[config.mk]
export PLATFORM = sky130hd
export DESIGN_NAME = lru_key_value_cache_unit
export DESIGN_NICKNAME = d
export VERILOG_FILES = /design/src/rtl/lkvc_pkg.sv /design/src/rtl/lkvc_apb_regs.sv /design/src/rtl/lkvc_store.sv /design/src/rtl/lru_key_value_cache_unit.sv
export SDC_FILE = /design/constraint.sdc
export NUM_CORES = 2
export LEC_CHECK = 0
export BUFFER_PORTS_ARGS = -buffer_cell sky130_fd_sc_hd__buf_2
export CELL_PAD_IN_SITES_DETAIL_PLACEMENT = 1
export CELL_PAD_IN_SITES_GLOBAL_PLACEMENT = 1
export CORE_MARGIN = 1
export CORE_UTILIZATION = 56
export DETAILED_ROUTE_END_ITERATION = 10
export PLACE_DENSITY = 0.91
export SYNTH_ARGS = -nofsm -noshare
export SYNTH_HDL_FRONTEND = slang
export SYNTH_HIERARCHICAL = 1
export SYNTH_SLANG_ARGS = --single-unit
[constraint.sdc]
create_clock -name aclk -period 14.4 [get_ports aclk]
set_input_delay 0.72 -clock aclk [delete_from_list [all_inputs] [get_ports aclk]]
set_output_delay 0.72 -clock aclk [all_outputs]
set_load 0.03 [all_outputs]
[src/rtl/lkvc_pkg.sv]
`timescale 1ns / 1ps
// ----------------------------------------------------------------------------
// lkvc_pkg: shared types and constants of the LRU key/value cache
// Sizes, field packing, operation codes and the structs that pass between
// the store and the top level.
// ----------------------------------------------------------------------------
package lkvc_pkg;

    localparam int ENTRIES    = 16;
    localparam int KEY_BITS   = 32;
    localparam int VALUE_BITS = 32;

    localparam int IDX_BITS   = $clog2(ENTRIES);
    localparam int RANK_BITS  = IDX_BITS;
    localparam int COUNT_BITS = $clog2(ENTRIES + 1);

    // stream packing, rounded up to whole bytes
    localparam int S_DATA_BITS = ((KEY_BITS + VALUE_BITS + 7) / 8) * 8;
    localparam int M_DATA_BITS = ((VALUE_BITS + KEY_BITS + 7) / 8) * 8;
    localparam int S_USER_BITS = 8;
    localparam int M_USER_BITS = 8;

    // configuration port
    localparam int                  APB_ADDR_BITS = 3;
    localparam int                  APB_DATA_BITS = 32;
    localparam int                  CAP_BITS      = 5;
    localparam logic [CAP_BITS-1:0] CAP_RESET     = CAP_BITS'(16);
    localparam logic                REG_CAPACITY  = 1'b0;

    // operation codes
    localparam logic ACT_GET = 1'b0;
    localparam logic ACT_PUT = 1'b1;

    typedef struct packed {
        logic                  action;
        logic [KEY_BITS-1:0]   key;
        logic [VALUE_BITS-1:0] value;
    } lkvc_req_t;

    typedef struct packed {
        logic                  hit;
        logic [VALUE_BITS-1:0] read_value;
        logic                  evicted;
        logic [KEY_BITS-1:0]   evicted_key;
    } lkvc_result_t;

endpackage

[src/rtl/lkvc_apb_regs.sv]
`timescale 1ns / 1ps
// ----------------------------------------------------------------------------
// lkvc_apb_regs: configuration register block
// Holds the capacity register behind a simple APB-style slave port.
// ----------------------------------------------------------------------------
module lkvc_apb_regs (
    input  logic                                aclk,
    input  logic                                aresetn,
    input  logic                                psel,
    input  logic                                penable,
    input  logic                                pwrite,
    input  logic [lkvc_pkg::APB_ADDR_BITS-1:0]  paddr,
    input  logic [lkvc_pkg::APB_DATA_BITS-1:0]  pwdata,
    output logic [lkvc_pkg::APB_DATA_BITS-1:0]  prdata,
    output logic                                pready,
    output logic [lkvc_pkg::CAP_BITS-1:0]       capacity
);

    logic [lkvc_pkg::CAP_BITS-1:0] capacity_reg;
    logic                          reg_sel;
    logic                          wr_en;

    // register index is the word address
    assign reg_sel = paddr[2];
    assign pready  = 1'b1;
    assign wr_en   = psel && penable && pwrite && pready && (reg_sel == lkvc_pkg::REG_CAPACITY);

    always_ff @(posedge aclk) begin
        if (!aresetn) begin
            capacity_reg <= lkvc_pkg::CAP_RESET;
        end else if (wr_en) begin
            capacity_reg <= pwdata[lkvc_pkg::CAP_BITS-1:0];
        end
    end

    always_comb begin
        if (reg_sel == lkvc_pkg::REG_CAPACITY) begin
            prdata = lkvc_pkg::APB_DATA_BITS'(capacity_reg);
        end else begin
            prdata = '0;
        end
    end

    assign capacity = capacity_reg;

endmodule

[src/rtl/lkvc_store.sv]
`timescale 1ns / 1ps
// ----------------------------------------------------------------------------
// lkvc_store: entry array with parallel lookup and recency ranks
// Compares the key against every entry at once, picks the hit, least recent
// or first free slot and updates keys, values and ranks on a request.
// ----------------------------------------------------------------------------
module lkvc_store (
    input  logic                          aclk,
    input  logic                          aresetn,
    input  logic                          req_fire,
    input  lkvc_pkg::lkvc_req_t           req,
    input  logic [lkvc_pkg::CAP_BITS-1:0] capacity,
    output lkvc_pkg::lkvc_result_t        result
);

    localparam int N  = lkvc_pkg::ENTRIES;
    localparam int RB = lkvc_pkg::RANK_BITS;
    localparam int CB = lkvc_pkg::COUNT_BITS;

    logic [lkvc_pkg::KEY_BITS-1:0]   key_reg   [N];
    logic [lkvc_pkg::VALUE_BITS-1:0] value_reg [N];
    logic [RB-1:0]                   rank_reg  [N];
    logic [N-1:0]                    valid_reg;
    logic [CB-1:0]                   count_reg;

    logic [N-1:0]                    match;
    logic [N-1:0]                    lru_oh;
    logic [N-1:0]                    free_vec;
    logic [N-1:0]                    free_oh;
    logic [N-1:0]                    ins_oh;
    logic [RB-1:0]                   lru_rank;
    logic [RB-1:0]                   hit_rank;
    logic [lkvc_pkg::VALUE_BITS-1:0] hit_value;
    logic [lkvc_pkg::KEY_BITS-1:0]   lru_key;
    logic [CB-1:0]                   eff_cap;
    logic                            hit;
    logic                            is_put;
    logic                            evict;

    // clamp capacity into 1..ENTRIES
    always_comb begin
        if (capacity == '0) begin
            eff_cap = CB'(1);
        end else if (32'(capacity) > 32'(N)) begin
            eff_cap = CB'(N);
        end else begin
            eff_cap = CB'(capacity);
        end
    end

    // valid ranks form 0..count-1, so the least recent holds count-1
    assign lru_rank = RB'(count_reg - CB'(1));
    assign free_vec = ~valid_reg;
    assign free_oh  = free_vec & (~free_vec + N'(1));

    always_comb begin
        hit_rank  = '0;
        hit_value = '0;
        lru_key   = '0;
        for (int i = 0; i < N; i++) begin
            match[i]  = valid_reg[i] && (key_reg[i] == req.key);
            lru_oh[i] = valid_reg[i] && (rank_reg[i] == lru_rank);
            if (match[i]) begin
                hit_rank  = hit_rank | rank_reg[i];
                hit_value = hit_value | value_reg[i];
            end
            if (lru_oh[i]) begin
                lru_key = lru_key | key_reg[i];
            end
        end
    end

    assign hit    = |match;
    assign is_put = (req.action == lkvc_pkg::ACT_PUT);
    assign evict  = is_put && !hit && (count_reg >= eff_cap) && (count_reg != '0);
    assign ins_oh = evict ? lru_oh : free_oh;

    always_comb begin
        result.hit         = hit;
        result.read_value  = (hit && !is_put) ? hit_value : '0;
        result.evicted     = evict;
        result.evicted_key = evict ? lru_key : '0;
    end

    always_ff @(posedge aclk) begin
        if (!aresetn) begin
            valid_reg <= '0;
            count_reg <= '0;
            for (int i = 0; i < N; i++) begin
                rank_reg[i] <= '0;
            end
        end else if (req_fire) begin
            if (hit) begin
                // move the hit entry to the front, age the ones ahead of it
                for (int i = 0; i < N; i++) begin
                    if (match[i]) begin
                        rank_reg[i] <= '0;
                    end else if (valid_reg[i] && (rank_reg[i] < hit_rank)) begin
                        rank_reg[i] <= rank_reg[i] + RB'(1);
                    end
                end
            end else if (is_put) begin
                for (int i = 0; i < N; i++) begin
                    if (ins_oh[i]) begin
                        rank_reg[i] <= '0;
                    end else if (valid_reg[i]) begin
                        rank_reg[i] <= rank_reg[i] + RB'(1);
                    end
                end
                valid_reg <= valid_reg | ins_oh;
                if (!evict && (ins_oh != '0)) begin
                    count_reg <= count_reg + CB'(1);
                end
            end
        end
    end

    always_ff @(posedge aclk) begin
        if (req_fire && is_put) begin
            for (int i = 0; i < N; i++) begin
                if (hit ? match[i] : ins_oh[i]) begin
                    value_reg[i] <= req.value;
                end
                if (!hit && ins_oh[i]) begin
                    key_reg[i] <= req.key;
                end
            end
        end
    end

endmodule

[src/rtl/lru_key_value_cache_unit.sv]
`timescale 1ns / 1ps
// ----------------------------------------------------------------------------
// lru_key_value_cache_unit: fully associative LRU key/value cache
//
//  channel  | direction | transfer contents
//  ---------+-----------+--------------------------------------------------
//  s_       | in        | tuser: action; tdata: key, value
//  m_       | out       | tuser: hit, evicted; tdata: read_value, evicted_key
//  APB      | in/out    | capacity register at byte address 0
//
// One item per cycle sustained while the result stream does not stall; the
// result passes through the input register and then the result register,
// around the combinational lookup and the registered update of the entry
// array.
// Reset is synchronous and active low; it empties the cache and sets capacity
// to 16. A stalled result holds the result register, and the input register
// keeps accepting until it also holds an item.
// ----------------------------------------------------------------------------
module lru_key_value_cache_unit (
    input  logic                                aclk,
    input  logic                                aresetn,
    // input stream
    input  logic                                s_tvalid,
    output logic                                s_tready,
    input  logic [lkvc_pkg::S_DATA_BITS-1:0]    s_tdata,   // key, value
    input  logic [lkvc_pkg::S_USER_BITS-1:0]    s_tuser,   // action
    // result stream
    output logic                                m_tvalid,
    input  logic                                m_tready,
    output logic [lkvc_pkg::M_DATA_BITS-1:0]    m_tdata,   // read_value, evicted_key
    output logic [lkvc_pkg::M_USER_BITS-1:0]    m_tuser,   // hit, evicted
    // configuration
    input  logic                                psel,
    input  logic                                penable,
    input  logic                                pwrite,
    input  logic [lkvc_pkg::APB_ADDR_BITS-1:0]  paddr,
    input  logic [lkvc_pkg::APB_DATA_BITS-1:0]  pwdata,
    output logic [lkvc_pkg::APB_DATA_BITS-1:0]  prdata,
    output logic                                pready
);

    localparam int KB = lkvc_pkg::KEY_BITS;
    localparam int VB = lkvc_pkg::VALUE_BITS;

    logic                          in_valid_reg;
    lkvc_pkg::lkvc_req_t           in_req_reg;
    logic                          out_valid_reg;
    lkvc_pkg::lkvc_result_t        out_res_reg;
    lkvc_pkg::lkvc_result_t        result;
    logic [lkvc_pkg::CAP_BITS-1:0] capacity;
    logic                          advance;
    logic                          s_fire;

    lkvc_apb_regs u_regs (
        .aclk     (aclk),
        .aresetn  (aresetn),
        .psel     (psel),
        .penable  (penable),
        .pwrite   (pwrite),
        .paddr    (paddr),
        .pwdata   (pwdata),
        .prdata   (prdata),
        .pready   (pready),
        .capacity (capacity)
    );

    lkvc_store u_store (
        .aclk     (aclk),
        .aresetn  (aresetn),
        .req_fire (advance),
        .req      (in_req_reg),
        .capacity (capacity),
        .result   (result)
    );

    // advance when the result register is empty or being drained
    assign advance  = in_valid_reg && (!out_valid_reg || m_tready);
    assign s_tready = !in_valid_reg || advance;
    assign s_fire   = s_tvalid && s_tready;

    always_ff @(posedge aclk) begin
        if (!aresetn) begin
            in_valid_reg  <= 1'b0;
            out_valid_reg <= 1'b0;
        end else begin
            if (s_fire) begin
                in_valid_reg <= 1'b1;
            end else if (advance) begin
                in_valid_reg <= 1'b0;
            end
            if (advance) begin
                out_valid_reg <= 1'b1;
            end else if (m_tready) begin
                out_valid_reg <= 1'b0;
            end
        end
    end

    always_ff @(posedge aclk) begin
        if (s_fire) begin
            in_req_reg.action <= s_tuser[0];
            in_req_reg.key    <= s_tdata[KB-1:0];
            in_req_reg.value  <= s_tdata[KB+VB-1:KB];
        end
        if (advance) begin
            out_res_reg <= result;
        end
    end

    assign m_tvalid = out_valid_reg;
    assign m_tdata  = lkvc_pkg::M_DATA_BITS'({out_res_reg.evicted_key, out_res_reg.read_value});
    assign m_tuser  = lkvc_pkg::M_USER_BITS'({out_res_reg.evicted, out_res_reg.hit});

endmodule

==> reports/metrics.cfg <==
[routing]
number_of_design_rule_violations_left_after_detail_routing=0
via_count=43419
drc_marker_count_from_the_first_detailed_route_iteration=8943
dr.pass1.iters=6
wire_per_inst_um=47.3
drtAntennaViolNets=0
wirelength_um=259000
vias_per_cell=7.92

[global_routing]
maximum_number_of_pins_on_one_net_before_global_route_repair=80
grt_pass1_wl_um=350000
antenna_violations_before_repair=18
grtUsageTotal=0.508
number_of_global_route_vias_before_repair=41771
grt.overflow.total=0

[placed_design]
hpwl_um=166000
port_buffers=150
placed_cell_area_um2=58300
gp_routability_congestion=1.12

[critical_path]
crit_family=buffers and inverters
critical_path_arrival_ns=7.50
critical_path_required_ns=14.79
cp_num_buf_inv=5
critical_path_class=reg -> reg
worst_path_most_repeated_cell=buf_4
timing.critical_path.from_type=register
path_cells=buf_4 -> xnor2_1 -> nand4_1 -> nor4_1 -> and3_2 -> buf_4 -> or4_4 -> nor4_4 -> buf_4 -> nand2_2 -> buf_4 -> mux2i_1 -> nor2_4 -> buf_4
worst-path-max-fanout=38
slowest_stage=xnor2_1
worst_path_largest_cell_delay_ns=1.12
critical_path.endpoint_type=register

[sta]
setup-violations-final=0
max_slew_margin=-0.00411
layout_worst_path_cycle_share=0.494
setup_tns_ns=0
timing_max_transition_violations_final=1
clock-skew-final_ns=0.0696
final-hold-violation-count=0
actual_transition_at_the_worst_max_transition_pin_ns=1.49
layout_min_cycle_time_ns=7.11
setup_repair_after_global_routing_missed_its_margin=no
fmaxAchievable_mhz=141

[clocking]
tritoncts_num_sinks=1247
h_tree_lvl_count=4
postCtsHoldBufs=0
cts.root.buffer_cell=clkbuf_16
cts_buffer_depth=3
numCtsBuffers=132
tritoncts_clock_tree=built
post_cts_setup_bufs=0
clock_transition_at_the_register_clock_pins_on_the_worst_setup_and_hold_paths_after_cts_ns=0.07
cts_repair_resize_count=0
worst_skew_pair.late_latency_ns=0.81

[synth]
top_cell_types_by_occurrence_after_synthesis=edfxtp_1, xnor2_1, nand4_1
count_of_different_cell_masters_after_synthesis=68
synth_async_sr_flop_share=0
register_bit_count_reported_by_yosys=1247
synth_area_um2=55900
synth_area_leader_cell=edfxtp_1
synthCells=3882
synth_top_area_share=0.655
synthTopCellsByArea=edfxtp_1, xnor2_1, a22oi_1
most_frequent_cell_after_synthesis=edfxtp_1
syn-mean-instance-area_um2=14.4
synth.yosys.seq_area_share=0.665
synth-edff-count=1219
synth_flop_cell=edfxtp_1
synth-warning-count=6

[power_and_ir_drop]
static-leakage-power_nw=19.5
finalPower_mw=8.07
pwr_density_nw_per_um2=129
irDropWorstVdd_mv=0.112

[cells_and_area]
final_net_count=4256
area_growth_syn_to_layout_pct=12.1
post_route_cells_drive_above_1_share=0.132
fillerInstances=8938
design_area_um2=62700

[run_status]
status=finished, violations left
failing_checks=capacitance limit, slew limit

[min_path]
min_path_type=in -> reg

[run]
max_cap_violations=1

[floorplan]
fp-row-count=115
initial_core_util=0.567
top_level_ports=221
fp.coreArea_um2=98700
die_height_um=318
fp.dieArea_um2=101000
dieWidth_um=318

where the power goes:
part | leakage [nW] | internal (mW) | total (mW) | switching (mW)
sequential | 11.3 | 4.02 | 4.08 | 0.0583
combinational | 6.07 | 0.110 | 0.455 | 0.345
clock | 2.10 | 1.94 | 3.54 | 1.59
layer usage:
layer | global-route usage | up-vias | wire length (µm)
met4 | 0.309 | 12 | 20700
met3 | 0.227 | 1172 | 44900
met5 | 0 | - | 83
met1 | 0.627 | 21495 | 85300
met2 | 0.733 | 4960 | 108000
li1 | - | 15780 | -
per-stage QoR:
stage / util / hold slack, ns / setup slack (ns) / instances
after detailed placement: 0.591 / 0.482 / 7.90 / 5223
final: 0.635 / 0.0892 / 7.29 / 5483
after global placement: 0.591 / 0.474 / 8.01 / 5223
after global routing: 0.635 / 0.0892 / 7.59 / 5464
after CTS: 0.635 / 0.0731 / 7.86 / 5464
after floorplan: - / 0.444 / 6.78 / 3913
placed cells by master, fill, tap and decap left out, types with 10 or more instances in the layout:
| cell | instances |
|---|---|
| clkbuf_16 | 134 |
| nand4_1 | 239 |
| clkinv_2 | 19 |
| a21o_2 | 10 |
| ha_1 | 72 |
| nand3_1 | 175 |
| buf_2 | 150 |
| a21oi_1 | 41 |
| a31oi_1 | 36 |
| a22o_1 | 166 |
| and3_2 | 14 |
| clkinv_1 | 29 |
| a2111oi_0 | 18 |
| buf_4 | 132 |
| edfxtp_1 | 1219 |
| o211ai_1 | 21 |
| inv_1 | 38 |
| nor3_2 | 13 |
| xnor2_1 | 522 |
| dfxtp_1 | 28 |
| nand2_1 | 77 |
| conb_1 | 34 |
| o21a_1 | 13 |
| nand2b_1 | 22 |
| o21ai_0 | 24 |
| or4_1 | 10 |
| nor3_1 | 53 |
| nor2_1 | 117 |
| bufinv_16 | 11 |
| and3_1 | 43 |
| diode_2 | 19 |
| a221oi_1 | 166 |
| nor4_1 | 43 |
| xor2_1 | 82 |
| a21boi_0 | 10 |
| clkbuf_1 | 31 |
| a22oi_1 | 204 |
worst paths after layout:
kind | cells after the start | end | start | slack, ns
setup reg to reg | 14 | u_store/key_reg[1][136] | in_req_reg[33] | 7.29
hold reg to reg | 2 | u_regs/capacity[0] | u_regs/capacity[0] | 0.48
hold / removal | 1 | in_req_reg[23] | s_tdata[55] | 0.09
setup / recovery | 14 | u_store/key_reg[1][136] | in_req_reg[33] | 7.29
area by class of cell:
type	count	area, µm²	area share
Inverter	38	143	0.00227
Sequential cell	1247	37200	0.593
Multi-Input combinational cell	2369	17600	0.281
Clock inverter	75	863	0.0138
Tap cell	1287	1610	0.0257
Timing Repair Buffer	282	1740	0.0278
Antenna cell	19	47.5	0.000758
Clock buffer	166	3480	0.0556
cells by family after synthesis:
logic type	after synthesis	share of synthesized area
flip-flops	1247	0.665
buffers and inverters	297	0.0277
AND/OR/NAND/NOR	873	0.0857
adder cells (fa/ha/maj)	72	0.0161
AO/OA/AOI/OAI	775	0.109
other	3	0.000201
XOR/XNOR	606	0.0950
multiplexers	9	0.00161
(Power assumes the default switching activity.)
